--- src/hdl/tfr_pkg.sv ---
// Shared constants, codes and controller/datapath interface types of the frame receiver.
`timescale 1ns / 1ps

package tfr_pkg;

  // Incoming frame header and field limits
  localparam logic [7:0] SYNC_BYTE_1 = 8'hAA;
  localparam logic [7:0] SYNC_BYTE_2 = 8'hAF;
  localparam logic [7:0] FUNC_LIMIT  = 8'hF1;

  // Function codes
  localparam logic [7:0] FUNC_READ      = 8'h02;
  localparam logic [7:0] READ_ARG       = 8'h01;
  localparam logic [7:0] FUNC_GAIN_RATE = 8'h10;
  localparam logic [7:0] FUNC_GAIN_ATT  = 8'h11;
  localparam logic [7:0] FUNC_ACK_LO    = 8'h12;
  localparam logic [7:0] FUNC_ACK_HI    = 8'h15;

  // Acknowledge frame
  localparam logic [7:0] ACK_SYNC = 8'hAA;
  localparam logic [7:0] ACK_ID   = 8'hEF;
  localparam logic [7:0] ACK_LEN  = 8'h02;
  localparam logic [7:0] ACK_PREFIX_SUM = 8'(ACK_SYNC + ACK_SYNC + ACK_ID + ACK_LEN);
  localparam logic [3:0] ACK_IDX_SYNC2 = 4'd1;
  localparam logic [3:0] ACK_IDX_ID    = 4'd2;
  localparam logic [3:0] ACK_IDX_LEN   = 4'd3;
  localparam logic [3:0] ACK_IDX_FUNC  = 4'd4;
  localparam logic [3:0] ACK_IDX_SUM   = 4'd5;
  localparam logic [3:0] ACK_IDX_CHK   = 4'd6;

  // Payload store: 18 bytes held as even and odd banks of 9 rows
  localparam int unsigned STORE_DEPTH = 18;
  localparam int unsigned STORE_ROWS  = 9;
  localparam int unsigned ROW_W       = 4;

  // Result kinds
  localparam logic [1:0] KIND_READ = 2'd0;
  localparam logic [1:0] KIND_GAIN = 2'd1;
  localparam logic [1:0] KIND_ACK  = 2'd2;

  // Emission modes
  localparam logic [1:0] MODE_READ = 2'd0;
  localparam logic [1:0] MODE_GAIN = 2'd1;
  localparam logic [1:0] MODE_ACK  = 2'd2;

  typedef struct packed {
    logic sum_load;
    logic sum_add;
    logic func_load;
    logic len_load;
    logic data_step;
    logic store_byte;
    logic start_emit;
    logic emit_en;
  } tfr_cmd_t;

  typedef struct packed {
    logic is_sync1;
    logic is_sync2;
    logic func_ok;
    logic len_ok;
    logic rem_nonzero;
    logic rem_one;
    logic sum_match;
    logic has_results;
    logic emit_take;
    logic emit_last;
  } tfr_status_t;

endpackage

--- src/hdl/telemetry_frame_receiver_unit.sv ---
// Top level of the telemetry frame receiver: parser controller plus datapath.
`timescale 1ns / 1ps

// Byte-serial receiver for sum-checked command frames.
// Input channel: one received byte per item on rx_byte_i (in_valid_i / in_ready_o).
// Output channel: one result per item (out_valid_o / out_ready_i) carrying kind,
// gain group, gain index, gain value, acknowledge byte and a last flag that marks
// the final result of a frame.
// While a frame is being parsed a byte is taken every cycle. A checksum byte that
// closes a valid frame with results puts the block into emission: the emit phase
// loads the first result once the output register is free; results then follow
// one per cycle while they are taken: one for a read request, seven for an ack
// frame, or GAIN_COUNT gains and seven ack bytes (sixteen by default). The shared
// output register sets that rate; no byte is taken during emission.
// Once the last result is loaded, parsing resumes while it waits to be taken.
// A stalled receiver simply holds the output register and pauses emission.
// Reset returns the parser to header hunting, clears the running sum, counts and
// function code, zeroes the 18-byte payload store and empties the output register.
module telemetry_frame_receiver_unit #(
  parameter int unsigned LENGTH_LIMIT = 50,
  parameter int unsigned GAIN_COUNT   = 9
) (
  input  logic               clk_i,
  input  logic               rst_ni,
  input  logic               in_valid_i,
  output logic               in_ready_o,
  input  logic [7:0]         rx_byte_i,
  output logic               out_valid_o,
  input  logic               out_ready_i,
  output logic [1:0]         kind_o,
  output logic               gain_group_o,
  output logic [3:0]         gain_index_o,
  output logic signed [15:0] gain_value_o,
  output logic [7:0]         tx_byte_o,
  output logic               last_o
);
  import tfr_pkg::*;

  tfr_cmd_t    cmd;
  tfr_status_t status;

  tfr_ctrl u_ctrl (
    .clk_i      (clk_i),
    .rst_ni     (rst_ni),
    .in_valid_i (in_valid_i),
    .in_ready_o (in_ready_o),
    .status_i   (status),
    .cmd_o      (cmd)
  );

  tfr_datapath #(
    .LENGTH_LIMIT (LENGTH_LIMIT),
    .GAIN_COUNT   (GAIN_COUNT)
  ) u_datapath (
    .clk_i        (clk_i),
    .rst_ni       (rst_ni),
    .rx_byte_i    (rx_byte_i),
    .cmd_i        (cmd),
    .status_o     (status),
    .out_valid_o  (out_valid_o),
    .out_ready_i  (out_ready_i),
    .kind_o       (kind_o),
    .gain_group_o (gain_group_o),
    .gain_index_o (gain_index_o),
    .gain_value_o (gain_value_o),
    .tx_byte_o    (tx_byte_o),
    .last_o       (last_o)
  );

endmodule

--- src/hdl/tfr_ctrl.sv ---
// Frame parsing and result emission state machine of the frame receiver.
`timescale 1ns / 1ps

module tfr_ctrl (
  input  logic                 clk_i,
  input  logic                 rst_ni,
  input  logic                 in_valid_i,
  output logic                 in_ready_o,
  input  tfr_pkg::tfr_status_t status_i,
  output tfr_pkg::tfr_cmd_t    cmd_o
);
  import tfr_pkg::*;

  localparam logic [2:0] PH_IDLE  = 3'd0;
  localparam logic [2:0] PH_HEAD1 = 3'd1;
  localparam logic [2:0] PH_HEAD2 = 3'd2;
  localparam logic [2:0] PH_FUNC  = 3'd3;
  localparam logic [2:0] PH_DATA  = 3'd4;
  localparam logic [2:0] PH_CHECK = 3'd5;
  localparam logic [2:0] PH_EMIT  = 3'd6;

  logic [2:0] phase_d, phase_q;
  logic       in_fire;

  assign in_ready_o = (phase_q != PH_EMIT);
  assign in_fire    = in_valid_i && in_ready_o;

  always_comb begin
    phase_d = phase_q;
    cmd_o   = '0;
    unique case (phase_q)
      PH_IDLE: begin
        if (in_fire && status_i.is_sync1) begin
          phase_d        = PH_HEAD1;
          cmd_o.sum_load = 1'b1;
        end
      end
      PH_HEAD1: begin
        if (in_fire) begin
          if (status_i.is_sync2) begin
            phase_d       = PH_HEAD2;
            cmd_o.sum_add = 1'b1;
          end else begin
            phase_d = PH_IDLE;
          end
        end
      end
      PH_HEAD2: begin
        if (in_fire) begin
          if (status_i.func_ok) begin
            phase_d         = PH_FUNC;
            cmd_o.sum_add   = 1'b1;
            cmd_o.func_load = 1'b1;
          end else begin
            phase_d = PH_IDLE;
          end
        end
      end
      PH_FUNC: begin
        if (in_fire) begin
          if (status_i.len_ok) begin
            phase_d        = PH_DATA;
            cmd_o.sum_add  = 1'b1;
            cmd_o.len_load = 1'b1;
          end else begin
            phase_d = PH_IDLE;
          end
        end
      end
      PH_DATA: begin
        if (in_fire) begin
          // A zero length frame ends here: the next byte is swallowed.
          if (status_i.rem_nonzero) begin
            cmd_o.sum_add    = 1'b1;
            cmd_o.data_step  = 1'b1;
            cmd_o.store_byte = 1'b1;
            phase_d          = status_i.rem_one ? PH_CHECK : PH_DATA;
          end else begin
            phase_d = PH_IDLE;
          end
        end
      end
      PH_CHECK: begin
        if (in_fire) begin
          cmd_o.store_byte = 1'b1;
          if (status_i.sum_match && status_i.has_results) begin
            phase_d          = PH_EMIT;
            cmd_o.start_emit = 1'b1;
          end else begin
            phase_d = PH_IDLE;
          end
        end
      end
      PH_EMIT: begin
        cmd_o.emit_en = 1'b1;
        if (status_i.emit_take && status_i.emit_last) begin
          phase_d = PH_IDLE;
        end
      end
      default: begin
        phase_d = PH_IDLE;
      end
    endcase
  end

  always_ff @(posedge clk_i or negedge rst_ni) begin
    if (!rst_ni) begin
      phase_q <= PH_IDLE;
    end else begin
      phase_q <= phase_d;
    end
  end

endmodule

--- src/hdl/tfr_datapath.sv ---
// Running sum, payload store, result sequencing and output register of the frame receiver.
`timescale 1ns / 1ps

module tfr_datapath #(
  parameter int unsigned LENGTH_LIMIT = 50,
  parameter int unsigned GAIN_COUNT   = 9
) (
  input  logic                 clk_i,
  input  logic                 rst_ni,
  input  logic [7:0]           rx_byte_i,
  input  tfr_pkg::tfr_cmd_t    cmd_i,
  output tfr_pkg::tfr_status_t status_o,
  output logic                 out_valid_o,
  input  logic                 out_ready_i,
  output logic [1:0]           kind_o,
  output logic                 gain_group_o,
  output logic [3:0]           gain_index_o,
  output logic signed [15:0]   gain_value_o,
  output logic [7:0]           tx_byte_o,
  output logic                 last_o
);
  import tfr_pkg::*;

  logic [7:0] sum_q;
  logic [7:0] func_q;
  logic [5:0] rem_q;
  logic [5:0] count_q;
  logic [7:0] even_q [STORE_ROWS];
  logic [7:0] odd_q  [STORE_ROWS];
  logic [1:0] mode_q;
  logic [3:0] idx_q;
  logic       out_valid_q;

  logic [1:0]        start_mode;
  logic              is_read, is_gain, is_ack;
  logic              emit_load;
  logic [7:0]        ack_chk;
  logic [1:0]        res_kind;
  logic              res_group;
  logic [3:0]        res_index;
  logic signed [15:0] res_value;
  logic [7:0]        res_tx;
  logic              res_last;

  assign is_read = (func_q == FUNC_READ) && (even_q[0] == READ_ARG);
  assign is_gain = (func_q == FUNC_GAIN_RATE) || (func_q == FUNC_GAIN_ATT);
  assign is_ack  = (func_q >= FUNC_ACK_LO) && (func_q <= FUNC_ACK_HI);

  always_comb begin
    if (is_gain) begin
      start_mode = MODE_GAIN;
    end else if (is_ack) begin
      start_mode = MODE_ACK;
    end else begin
      start_mode = MODE_READ;
    end
  end

  assign emit_load = cmd_i.emit_en && (!out_valid_q || out_ready_i);

  always_comb begin
    status_o             = '0;
    status_o.is_sync1    = (rx_byte_i == SYNC_BYTE_1);
    status_o.is_sync2    = (rx_byte_i == SYNC_BYTE_2);
    status_o.func_ok     = (rx_byte_i < FUNC_LIMIT);
    status_o.len_ok      = ({1'b0, rx_byte_i} < 9'(LENGTH_LIMIT));
    status_o.rem_nonzero = (rem_q != 6'd0);
    status_o.rem_one     = (rem_q == 6'd1);
    status_o.sum_match   = (rx_byte_i == sum_q);
    status_o.has_results = is_read || is_gain || is_ack;
    status_o.emit_take   = !out_valid_q || out_ready_i;
    status_o.emit_last   = (mode_q == MODE_READ) ||
                           ((mode_q == MODE_ACK) && (idx_q == ACK_IDX_CHK));
  end

  assign ack_chk = 8'(ACK_PREFIX_SUM + func_q + sum_q);

  // Result selected by the emission mode and position.
  always_comb begin
    res_kind  = KIND_READ;
    res_group = 1'b0;
    res_index = 4'd0;
    res_value = '0;
    res_tx    = 8'd0;
    res_last  = 1'b0;
    case (mode_q)
      MODE_GAIN: begin
        res_kind  = KIND_GAIN;
        res_group = func_q[0];
        res_index = idx_q;
        res_value = {even_q[idx_q], odd_q[idx_q]};
      end
      MODE_ACK: begin
        res_kind = KIND_ACK;
        if (idx_q == ACK_IDX_CHK) begin
          res_tx   = ack_chk;
          res_last = 1'b1;
        end else if (idx_q == ACK_IDX_SUM) begin
          res_tx = sum_q;
        end else if (idx_q == ACK_IDX_FUNC) begin
          res_tx = func_q;
        end else if (idx_q == ACK_IDX_LEN) begin
          res_tx = ACK_LEN;
        end else if (idx_q == ACK_IDX_ID) begin
          res_tx = ACK_ID;
        end else begin
          res_tx = ACK_SYNC;
        end
      end
      default: begin
        res_last = 1'b1;
      end
    endcase
  end

  always_ff @(posedge clk_i or negedge rst_ni) begin
    if (!rst_ni) begin
      sum_q       <= 8'd0;
      func_q      <= 8'd0;
      rem_q       <= 6'd0;
      count_q     <= 6'd0;
      mode_q      <= MODE_READ;
      idx_q       <= 4'd0;
      out_valid_q <= 1'b0;
      for (int i = 0; i < STORE_ROWS; i++) begin
        even_q[i] <= 8'd0;
        odd_q[i]  <= 8'd0;
      end
    end else begin
      if (cmd_i.sum_load) begin
        sum_q <= rx_byte_i;
      end else if (cmd_i.sum_add) begin
        sum_q <= 8'(sum_q + rx_byte_i);
      end
      if (cmd_i.func_load) begin
        func_q <= rx_byte_i;
      end
      if (cmd_i.len_load) begin
        rem_q   <= rx_byte_i[5:0];
        count_q <= 6'd0;
      end else if (cmd_i.data_step) begin
        rem_q   <= rem_q - 6'd1;
        count_q <= count_q + 6'd1;
      end
      // Bytes past the store are summed but not kept.
      if (cmd_i.store_byte && (count_q < 6'(STORE_DEPTH))) begin
        if (count_q[0]) begin
          odd_q[count_q[ROW_W:1]] <= rx_byte_i;
        end else begin
          even_q[count_q[ROW_W:1]] <= rx_byte_i;
        end
      end
      if (cmd_i.start_emit) begin
        mode_q <= start_mode;
        idx_q  <= 4'd0;
      end else if (emit_load) begin
        if ((mode_q == MODE_GAIN) && (idx_q == 4'(GAIN_COUNT - 1))) begin
          mode_q <= MODE_ACK;
          idx_q  <= 4'd0;
        end else begin
          idx_q <= idx_q + 4'd1;
        end
      end
      if (emit_load) begin
        out_valid_q <= 1'b1;
      end else if (out_ready_i) begin
        out_valid_q <= 1'b0;
      end
    end
  end

  always_ff @(posedge clk_i) begin
    if (emit_load) begin
      kind_o       <= res_kind;
      gain_group_o <= res_group;
      gain_index_o <= res_index;
      gain_value_o <= res_value;
      tx_byte_o    <= res_tx;
      last_o       <= res_last;
    end
  end

  assign out_valid_o = out_valid_q;

endmodule
--- config.mk ---
export PLATFORM = sky130hd
export DESIGN_NAME = telemetry_frame_receiver_unit
export DESIGN_NICKNAME = d
export VERILOG_FILES = /design/src/hdl/tfr_pkg.sv /design/src/hdl/telemetry_frame_receiver_unit.sv /design/src/hdl/tfr_ctrl.sv /design/src/hdl/tfr_datapath.sv
export SDC_FILE = /design/constraint.sdc
export NUM_CORES = 1
export LEC_CHECK = 0
export ABC_AREA = 1
export ABC_CLOCK_PERIOD_IN_PS = 3300
export BUFFER_PORTS_ARGS = -buffer_cell sky130_fd_sc_hd__buf_2
export CAP_MARGIN = 10
export CORE_ASPECT_RATIO = 1.5
export CORE_MARGIN = 1.5
export CORE_UTILIZATION = 40
export CTS_CLUSTER_DIAMETER = 80
export DETAILED_ROUTE_END_ITERATION = 16
export PLACE_DENSITY = 0.54
export REMOVE_ABC_BUFFERS = 1
export SYNTH_ARGS = -nofsm -noshare
export SYNTH_HDL_FRONTEND = slang
export SYNTH_HIERARCHICAL = 1
export SYNTH_SLANG_ARGS = --single-unit
export TNS_END_PERCENT = 10
--- constraint.sdc ---
create_clock -name clk_i -period 3.3 [get_ports clk_i]
set_clock_uncertainty 0.1 [all_clocks]
set_input_delay 0 -clock clk_i [delete_from_list [all_inputs] [get_ports clk_i]]
set_output_delay 0 -clock clk_i [all_outputs]
set_load 0.03 [all_outputs]
# Yosys cells after proc, flatten, opt, wreduce, memory -nomap -nowiden
# Index checks and enable logic that the tools add are counted.
# word_totals
inputBits	12
register_bits	214
wordCells	177
out_inout_bits	34
# op_classes
n_bitwise	3
reduce_logical	29
addsub	6
n_mux	69
eq_ne	30
order_cmp	8
# op_table
cell	count
72-bit bitwise mux	2
8-bit 2-to-1 mux	11
8-bit binary-select mux with 4-bit select	2
8-bit demux with 4-bit select	1
3-bit 2-to-1 mux	10
2-bit 2-to-1 mux	12
6-bit 2-to-1 mux	4
3-bit one-hot mux with 7 select lines	1
1-bit 2-to-1 mux	18
8-bit adder	2
8-bit by 5-bit == test with 1-bit output, second input constant	2
8-bit == test, second input constant	2
2-bit by 1-bit != test with 1-bit output, second input constant	7
4-bit by 3-bit == test with 1-bit output, second input constant	3
4-bit 2-to-1 mux	3
1-bit logical AND	11
5-bit >= comparator, second input constant	2
4-bit NOT with 5-bit output	2
2-bit nonzero test	5
3-bit == test, second input constant	3
7-bit by 8-bit adder with 8-bit output, first input constant	1
4-bit by 2-bit == test with 1-bit output, second input constant	2
8-bit by 1-bit == test with 1-bit output, second input constant	1
8-bit by 2-bit == test with 1-bit output, second input constant	1
other kinds (29)	37

# Depth between registers and ports, before layout
# Gate-level depths: netlist of the first run.
# depth
word_depth	10
mapped_depth	15
depth_no_buf	15

# Cells and area by module
# The synthesis of the first run kept the hierarchy.
# modules_own_cells
module	cells_each	area_each_um2	n_inst	seq_area_each_um2
tfr_datapath	1241	10478.8	1	5440.2
tfr_ctrl	64	390.4	1	75.1

# Worst setup path before layout of the first run
# OpenSTA, ideal clock, no wires.
# synth_path
path_kind	register to register
from	register u_datapath.rem_q[0]
to	register u_datapath/odd_q[61] in the netlist's numbering
arrival_ns	2.206
required_time_ns	3.070
period_less_slack_ns	2.436
path_stages_with_launch	16
slack_ns	0.864
setup_time_ns	0.130
cell_sequence	dfrtp_1 > inv_1 > ha_1 > nand3_1 > or2_2 > or2_2 > nand3_1 > a21oi_1 > inv_1 > nor2_1 > nand2_2 > nor2_8 > nand2_2 > buf_6 > nand2_1 > o21ai_0
# synth_lines
element	line	rtl
from (decl)	tfr_datapath.sv:26	logic [5:0] rem_q;
from (signal assigned)	tfr_datapath.sv:139	rem_q <= rx_byte_i[5:0];
from (signal assigned)	tfr_datapath.sv:142	rem_q <= rem_q - 6'd1;
to (signal, indexed assignment)	tfr_datapath.sv:148	odd_q[count_q[ROW_W:1]] <= rx_byte_i;
to (decl)	tfr_datapath.sv:29	logic [7:0] odd_q [STORE_ROWS];

==> results.toml, run 1 <==
[timing]
maxSlewViolCount = 0
slew-limit-headroom = 0.465
finalWorstSetupSlack_ns = 0.528
fin_setup_tns_ns = 0
finalCriticalPeriod_ns = 2.77
hold_viol = 0
finalSetupViolations = 0
fmax_mhz = 361
fin_crit_sh = 0.840
rsz0062_at_grt = "false"
worstMarginPinSlew_ns = 0.802

[die]
boundaryPins = 46
rows = 73
core_sq_um = 26600
initial_utilization = 0.409
die_h_microns = 205
die_area_sq_um = 28200
die_w_microns = 138

[min_path]
hold_path_class = "primary input to flip-flop"
hp-start = "rx_byte_i[3]"
hold_path_depth = 4
min_to = "u_datapath/sum_q[3]"

[drt]
drcViolationCount = 0
first_pass_iters = 5
via_count = 8860
wl_per_cell_microns = 17.3
wl_microns = 29500
ant_nets = 0
drtIter0Drc = 592
viasPerCell = 5.19

[critical_path]
worst_r2r_endpoint = "u_datapath/sum_q[1]"
ff2ff_setup_slack_ns = 0.53
worst_setup_path_end_kind = "flip-flop"
ff2ff_path_depth = 12
worstPathMaxFanout = 8
slowest_delay_ns = 0.47
critPathLaunchType = "flip-flop"
arrival_ns = 3.11
timing.rr.start = "u_datapath/rem_q[0]"
slowest_stage = "nor2_1"
crit_start = "u_datapath/rem_q[0]"
critical_path_class = "flip-flop to flip-flop"
cp.required_ns = 3.64
path_cells = "inv_1 -> ha_1 -> nand3_1 -> or2_2 -> or2_2 -> nand3_1 -> nand2_1 -> a21oi_1 -> nand2_1 -> nor2_1 -> a22oi_1 -> o21ai_0"

[clock_network]
cts_tree = "yes"
numCtsBuffers = 24
htreeDepth = 1
clock_latency_ns = 0.52
cts_hold_buf = 13
ctsResizeCount = 0
clockRootBuffer = "clkbuf_16"
clk_pin_slew_ns = 0.06
cts_setup_buffers = 0
cts_buffer_depth = 3
cts_num_sinks = 214

[final_layout]
fin_cells = 1707
syn_to_final_growth_pct = 13.1
drive_gt1_frac = 0.104
diodes = 0
final_common_cell = "nand2_1"
fin_util = 0.462
final_cell_mix = "nand2_1, o21ai_0, dfrtp_1"
nNetsFinal = 1396
final_area_sq_um = 12300

[synthesis]
synth-simple-area-share = 0.213
synthAdderAreaFrac = 0.0382
synth_top_family_by_area = "simple AND/OR/NAND/NOR gates"
syn_area_sq_um = 10900
synth-xor-area-share = 0.00967
ys_seq_area_frac = 0.507
yosys_warnings = 6
syn_inst = 1305
synth_cell_types = 40
muxShareOfSynthArea = 0
ys_ff_latch = 214
avgSynthCellArea_sq_um = 8.33
synth_compound_area_frac = 0.162

[place]
gp_congestion = 0.851
place_hpwl_microns = 19800
place_ws_ns = 0.545
place_inst = 1650
placed_area_sq_um = 11400
portBuffers = 45

[power]
leakagePower_uw = 0.00551
ir_drop_mv = 0.478
power_density_nw_per_um2 = 606

[global_route]
grt_usage = 0.218
grt_max_degree = 78
grt_pass1_wl_microns = 47600
grt_antenna_before_repair = 0
grt_pass1_vias = 8842
grt_overflow = 0

[run_status]
status = "finished, final reports clean"

[flow_run]
cap_violations = 0
-- synth_stat cells (all sizes together) --
cell / number / area, sq um
nor3: 12 / 60.1
a211oi: 1 / 7.51
o22ai: 15 / 93.8
clkinv: 2 / 7.51
o32ai: 1 / 8.76
buf: 24 / 201
xnor2: 4 / 35.0
nor2: 154 / 616
dfrtp: 182 / 4550
nand3: 51 / 280
nand2: 305 / 1210
nand3b: 1 / 7.51
or2: 3 / 18.8
nand4: 16 / 100
o2111ai: 1 / 8.76
a21o: 1 / 7.51
fa: 2 / 40.0
o21ai: 259 / 1300
a21boi: 1 / 7.51
a22oi: 9 / 67.6
o211ai: 19 / 143
o221ai: 2 / 17.5
a21oi: 20 / 100
edfxtp: 32 / 961
xor2: 8 / 70.1
inv: 109 / 409
clkbuf: 38 / 144
ha: 30 / 375
nor4: 3 / 18.8
-- worst max-delay path: cells and delay by family (launching register included) --
family | cells | cell delay, ns
adders and majority gates | 1 | 0.18
and+or+nand+nor | 7 | 1.47
DFF | 1 | 0.41
buffers and inverters | 1 | 0.10
AOI/OAI and AO/OA | 3 | 0.44
-- layout make-up --
type / count / area, sq um
well taps: 337 / 422
fillers: 2651 / 14300
flip-flops and latches: 214 / 5520
repair buffers: 83 / 564
clock buffers: 34 / 699
multi-input cells: 918 / 4590
clock inverters: 10 / 80.1
inverters: 111 / 417
-- through the flow --
stage	power (uW)	hold slack [ns]
after global placement	4840	-0.0127
final	7450	0.205
after CTS	7530	0.188
after global routing	7950	0.245
after floorplan	4360	-0.396
after detailed placement	4860	-0.0127
-- worst max path at each step --
stage / depth (start not counted) / end
2_1_floorplan: 12 / u_ctrl/phase_q[1]
3_3_place_gp: 12 / u_datapath/sum_q[4]
3_5_place_dp: 14 / u_datapath/odd_q[36]
4_1_cts: 14 / u_datapath/odd_q[28]
5_1_grt: 14 / u_datapath/odd_q[22]
6_report: 12 / u_datapath/sum_q[1]
-- cell families (layout without fill, tap and decap cells) --
kind of cell	count (synthesis)	count (layout)
XOR/XNOR	12	12
AND/OR/NAND/NOR	545	545
buffers and inverters	173	238
flip-flops	214	214
adder cells (fa/ha/maj)	32	32
AO/OA/AOI/OAI	329	329
-- per-layer routing --
metal	vias to the layer above	global-route usage	wire (microns)
li1	4426	-	-
met1	4210	0.269	12500
met2	172	0.389	15000
met3	52	0.0218	959
met4	0	0.0823	1050
met5	-	0	0
-- sequential cells by signal, indices dropped and copies added (netlist names), 2 cells and up --
signal and count:
u_datapath/kind_o 2, u_datapath/tx_byte_o 8, u_datapath/even_q 72, u_datapath/mode_q 2, u_datapath/odd_q 72, u_datapath/func_q 8, u_ctrl/phase_q 3, u_datapath/idx_q 4
u_datapath/gain_index_o 4, u_datapath/sum_q 8, u_datapath/gain_value_o 16, u_datapath/rem_q 6, u_datapath/count_q 6
-- power breakdown --
part | leakage, uW | switching, uW | total (uW) | internal [uW]
Clock | 0.000374 | 1070 | 2630 | 1550
Sequential | 0.00266 | 261 | 3090 | 2830
Combinational | 0.00248 | 1090 | 1730 | 645
Total | 0.00551 | 2420 | 7450 | 5030
(Power assumes the default switching activity.)
==> inputs of run 2 (changes only) <==
ABC_CLOCK_PERIOD_IN_PS = 2400   (was 3300)
PLACE_DENSITY = 0.56   (was 0.54)
clock period = 2.4 ns   (was 3.3 ns; I/O delays follow)
==> run 2 against run 1 <==
  * Power up 45%
  * Global-route usage rose by 0.20 points
  * Register-to-register slack got worse by 0.47 ns
  * Final cell count rose by 3.1%
  * Worst hold slack worse by 0.19 ns
  * Die area stayed put
  * Sequential share of layout area fell by 3.3 points
  * Critical path depth decreased by 4
  * Count of clock-buffer cells in the layout is 8 lower
  * Non-clock buffer count increased by 46
  * First-iteration DRC count shrank 23%
==> results.toml, run 2 (synthesized netlist as in run 1, its figures left out) <==
[run_status]
status = "finished, final reports clean"

[power]
leakagePower_uw = 0.00598
switching_power_uw = 3460
pwr-share-clk = 0.352
sw_frac_of_total = 0.321
comb_power_share = 0.260
power_density_nw_per_um2 = 812
ir_drop_mv = 0.504
p_int_uw = 7320
sequentialPowerShare = 0.388

[die]
initial_utilization = 0.409
die_area_sq_um = 28200
rows = 73
boundaryPins = 46
die_w_microns = 138
die_h_microns = 205
core_sq_um = 26600

[drt]
wl_per_cell_microns = 17.7
drtIter0Drc = 457
drcViolationCount = 0
via_count = 9220
wl_microns = 31100
first_pass_iters = 5
ant_nets = 0
viasPerCell = 5.24

[timing]
finalWorstSetupSlack_ns = 0.0595
hold_viol = 0
maxSlewViolCount = 0
finalSetupViolations = 0
fmax_mhz = 427
rsz0062_at_grt = "true"
fin_crit_sh = 0.975
fin_setup_tns_ns = 0
finalCriticalPeriod_ns = 2.34
worstMarginPinSlew_ns = 1.32
slew-limit-headroom = 0.114

[critical_path]
critical_path_class = "flip-flop to flip-flop"
critPathLaunchType = "flip-flop"
cp.required_ns = 2.54
worstPathMaxFanout = 5
arrival_ns = 2.48
ff2ff_path_depth = 8
worst_setup_path_end_kind = "flip-flop"

[clock_network]
htreeDepth = 1
cts_tree = "yes"
clockRootBuffer = "clkbuf_16"
cts_num_sinks = 214
clk_pin_slew_ns = 0.07
clock_latency_ns = 0.52
numCtsBuffers = 23
cts_buffer_depth = 3

[final_layout]
nNetsFinal = 1450
reg.largest.list = "u_datapath/even_q x72, u_datapath/odd_q x72, u_datapath/gain_value_o x16"
fin_util = 0.499
diodes = 0
final_common_cell = "nand2_1"
syn_to_final_growth_pct = 22.1
drive_gt1_frac = 0.176
nFillCells = 2539
final_cell_mix = "nand2_1, o21ai_0, dfrtp_1"

[global_route]
grt_usage = 0.220
grt_antenna_before_repair = 0
grt_max_degree = 69
grt_pass1_wl_microns = 47800
grt_overflow = 0
grt_pass1_vias = 8913

[place]
portBuffers = 45
place_hpwl_microns = 20200
place_ws_ns = -0.0666
gp_congestion = 0.899

[min_path]
hold_path_class = "primary input to asynchronous set/reset pin"

[flow_run]
cap_violations = 0
==> run 2: power by group through the flow <==
| stage | Sequential (uW) | Clock [uW] | Combinational (uW) |
|---|---|---|---|
| finish | 4190 | 3790 | 2800 |
| global route | 4230 | 4020 | 3230 |
| CTS | 4170 | 3890 | 2710 |
| detailed placement | 4230 | 0 | 2670 |
| global placement | 4230 | 0 | 2650 |
| floorplan | 4200 | 0 | 1800 |
==> run 2: per-layer routing <==
| layer | global-route usage | wire length (microns) | vias up |
|---|---|---|---|
| met1 | 0.269 | 12500 | 4395 |
| met4 | 0.0812 | 1150 | 0 |
| met2 | 0.398 | 16500 | 209 |
| met3 | 0.0203 | 1020 | 67 |
| met5 | 0 | 0 | - |
| li1 | - | - | 4549 |
==> run 2: per-stage QoR <==
step	area (sq um)	power (uW)	instances	hold slack [ns]
global route	13300	11500	1760	0.0239
global placement	11800	6880	1689	-0.0943
finish	13300	10800	1760	0.0155
detailed placement	11800	6910	1689	-0.0906
CTS	12700	10800	1743	0.0134
floorplan	10500	6000	1243	-0.396
==> run 2: repair_timing <==
| item | in CTS | in global routing |
|---|---|---|
| pin swaps | 0 | 14 |
| hold endpoints to repair | 209 | 0 |
| endpoints found under the setup margin | 99 | 169 |
| resized for setup | 7 | 89 |
| cloned | 0 | 10 |
| hold buffers | 12 | 0 |
| buffers inserted | 0 | 7 |
==> run 2: area by class of cell <==
type,count,area [sq um],area share
Clock buffer,26,618,0.0466
Sequential cell,214,5520,0.416
Tap cell,337,422,0.0318
Clock inverter,16,195,0.0147
Inverter,111,417,0.0314
Timing Repair Buffer,129,1070,0.0810
Multi-Input combinational cell,927,5030,0.379
==> run 2: final timing paths <==
kind,startpoint,to,slack [ns]
setup reg to reg,u_datapath/sum_q[1],u_datapath/tx_byte_o[5],0.06
hold / removal,rst_ni,u_datapath/even_q[59],0.02
setup / recovery,u_datapath/sum_q[1],u_datapath/tx_byte_o[5],0.06
hold reg to reg,u_datapath/odd_q[66],u_datapath/odd_q[66],0.38
min in group clk_i,rx_byte_i[3],u_datapath/sum_q[3],0.21
max in group asynchronous,rst_ni,u_datapath/idx_q[0],1.81
==> run 2: critical path: stages (launching register included) <==
cell,delay [ns]
dfrtp_2,0.46
ha_1,0.31
ha_1,0.25
fa_1,0.44
nand3_1,0.09
nand3_1,0.08
xor2_1,0.15
nand2_1,0.06
o21ai_0,0.12
==> inputs of run 3 (changes only) <==
PLACE_DENSITY = default   (was 0.56)
==> run 3 against run 2 <==
  * Sequential power about the same
  * Critical path type unchanged
  * Global-route usage shrank 0.33 points
  * Power is 1.9% lower
  * Maximum frequency is 0.44% higher
  * Critical endpoint is now u_datapath/even_q[42]
  * Cell area is 0.13% lower
  * Register-to-register slack about the same
  * Worst setup slack better by 0.010 ns
  * Utilization decreased by 0.066 points
  * Final cell count is essentially flat
  * Routed wire length down 1.8%
  * Via count increased by 1.2%
  * Largest power group unchanged
==> results.toml, run 3 (synthesized netlist as in run 1, its figures left out) <==
[critical_path]
slowest_stage = "nor2_1"
cp.required_ns = 2.69
timing.rr.start = "u_datapath/count_q[4]"
critPathLaunchType = "flip-flop"
ff2ff_setup_slack_ns = 0.07
cpMostUsedCell = "nand2_1"
slowest_delay_ns = 1.00
critical_path_class = "flip-flop to flip-flop"
ff2ff_path_depth = 6
path_cells = "inv_1 -> nand2_1 -> nor2_1 -> nand2_4 -> nand2_1 -> o21ai_0"
worstPathMaxFanout = 8
worst_setup_path_end_kind = "flip-flop"
arrival_ns = 2.62
worst_r2r_endpoint = "u_datapath/even_q[42]"

[timing]
finalCriticalPeriod_ns = 2.33
holdWs_ns = 0.221
worstMarginPinSlew_ns = 1.32
finalSetupViolations = 0
slew-limit-headroom = 0.115
rsz0062_at_grt = "true"
fin_crit_sh = 0.971
maxSlewViolCount = 0
fmax_mhz = 429
hold_viol = 0

[drt]
first_pass_iters = 5
via_count = 9331
wl_met1_microns = 12300
wl_met2_microns = 15900
wl_per_cell_microns = 17.4
viasPerCell = 5.30
wl_met3_microns = 1120
drtIter0Drc = 557
drcViolationCount = 0
top_layer = "met4"
wl_microns = 30600
ant_nets = 0

[final_layout]
final_cell_mix = "nand2_1, o21ai_0, dfrtp_1"
reg.largest.list = "u_datapath/even_q x72, u_datapath/odd_q x72, u_datapath/gain_value_o x16"
final_common_cell = "nand2_1"
diodes = 0
fin_util = 0.499
drive_gt1_frac = 0.169
nNetsFinal = 1453
syn_to_final_growth_pct = 22.0

[global_route]
grt_pass1_wl_microns = 47700
grt_overflow = 0
grt_antenna_before_repair = 0
grt_pass1_vias = 9003
grt_max_degree = 97
grt_usage = 0.217

[clock_network]
numCtsBuffers = 22
cts_buffer_depth = 3
htreeDepth = 1
clockRootBuffer = "clkbuf_16"
clock_latency_ns = 0.52
cts_tree = "yes"
cts_num_sinks = 214
clk_pin_slew_ns = 0.06

[min_path]
hp-start = "rx_byte_i[3]"
hold_path_depth = 4
min_to = "u_datapath/sum_q[3]"
hold_path_class = "primary input to flip-flop"

[die]
die_h_microns = 205
die_w_microns = 138
rows = 73
core_sq_um = 26600
initial_utilization = 0.409
die_area_sq_um = 28200
boundaryPins = 46

[power]
leakagePower_uw = 0.00596
ir_drop_mv = 0.527
power_density_nw_per_um2 = 798
pwr-share-clk = 0.336
comb_power_share = 0.271
sw_frac_of_total = 0.323
switching_power_uw = 3410
sequentialPowerShare = 0.394
p_int_uw = 7160

[run_status]
status = "finished, final reports clean"

[place]
gp_congestion = 0.864
portBuffers = 45
place_hpwl_microns = 19800

[flow_run]
cap_violations = 0
-- run 3: cell types whose count changed in the layout (fill, tap and decap cells not counted), sizes merged --
| cell | previous run | this run |
|---|---|---|
| buf | 116 | 115 |
| bufinv | 4 | 2 |
| clkbuf | 28 | 33 |
| clkinv | 9 | 6 |
| clkinvlp | 2 | 1 |
| dlygate4sd3 | 11 | 12 |
| inv | 112 | 110 |
| nand2 | 314 | 318 |
-- run 3: worst max path at each step --
stage                          startpoint  slack (ns)                    end  cells past startpoint
floorplan             u_datapath/idx_q[0]       -1.83      u_ctrl/phase_q[1]                     12
global placement      u_datapath/rem_q[0]       -0.08   u_datapath/odd_q[52]                     13
detailed placement    u_datapath/rem_q[0]       -0.11  u_datapath/even_q[22]                     13
CTS                   u_datapath/rem_q[0]      -0.005   u_datapath/odd_q[13]                     15
global route          u_datapath/rem_q[0]       -0.04  u_datapath/even_q[38]                     15
finish              u_datapath/count_q[4]        0.07  u_datapath/even_q[42]                      6
-- run 3: cell type report --
type / count / area [sq um]
multi-input cells: 931 / 5090
clock inverters: 8 / 96.3
flip-flops and latches: 214 / 5520
well taps: 337 / 422
fillers: 2488 / 13300
repair buffers: 129 / 1060
inverters: 111 / 417
clock buffers: 31 / 656
-- run 3: worst max-delay path, delay by kind of cell (launching register included) --
family	cells	cell delay, ns
and+or+nand+nor	4	1.42
DFF	1	0.43
buffers and inverters	1	0.18
AOI/OAI and AO/OA	1	0.08
-- run 3: per-layer routing --
layer  GRT usage  vias to the layer above
met1       0.268                     4468
met2       0.380                      227
met5           0                        -
met4      0.0902                        0
met3      0.0250                       59
li1            -                     4577
-- run 3: per-stage QoR --
stage               total power [uW]  cells  setup TNS (ns)  instance area, sq um  worst slack, ns
finish                         10600   1761               0                 13300           0.0697
global route                   11300   1761          -0.729                 13300          -0.0433
CTS                            10500   1741        -0.00500                 12900         -0.00500
detailed placement              6890   1685           -6.57                 11700           -0.106
global placement                6860   1685           -3.91                 11700          -0.0812
floorplan                       6000   1243          -50.45                 10500            -1.83
-- run 3: repair_timing --
item	CTS	global route
resized for setup	30	57
hold endpoints to repair	205	0
hold buffers	13	0
cloned	0	14
setup buffers	4	7
setup endpoints to repair	109	166
pin swaps	3	19
-- run 3: power by group through the flow --
stage               registers (uW)  logic, uW  clock network [uW]
floorplan                     4200       1800                   0
global placement              4210       2650                   0
detailed placement            4210       2690                   0
CTS                           4140       2740                3640
global route                  4200       3280                3800
finish                        4160       2860                3550
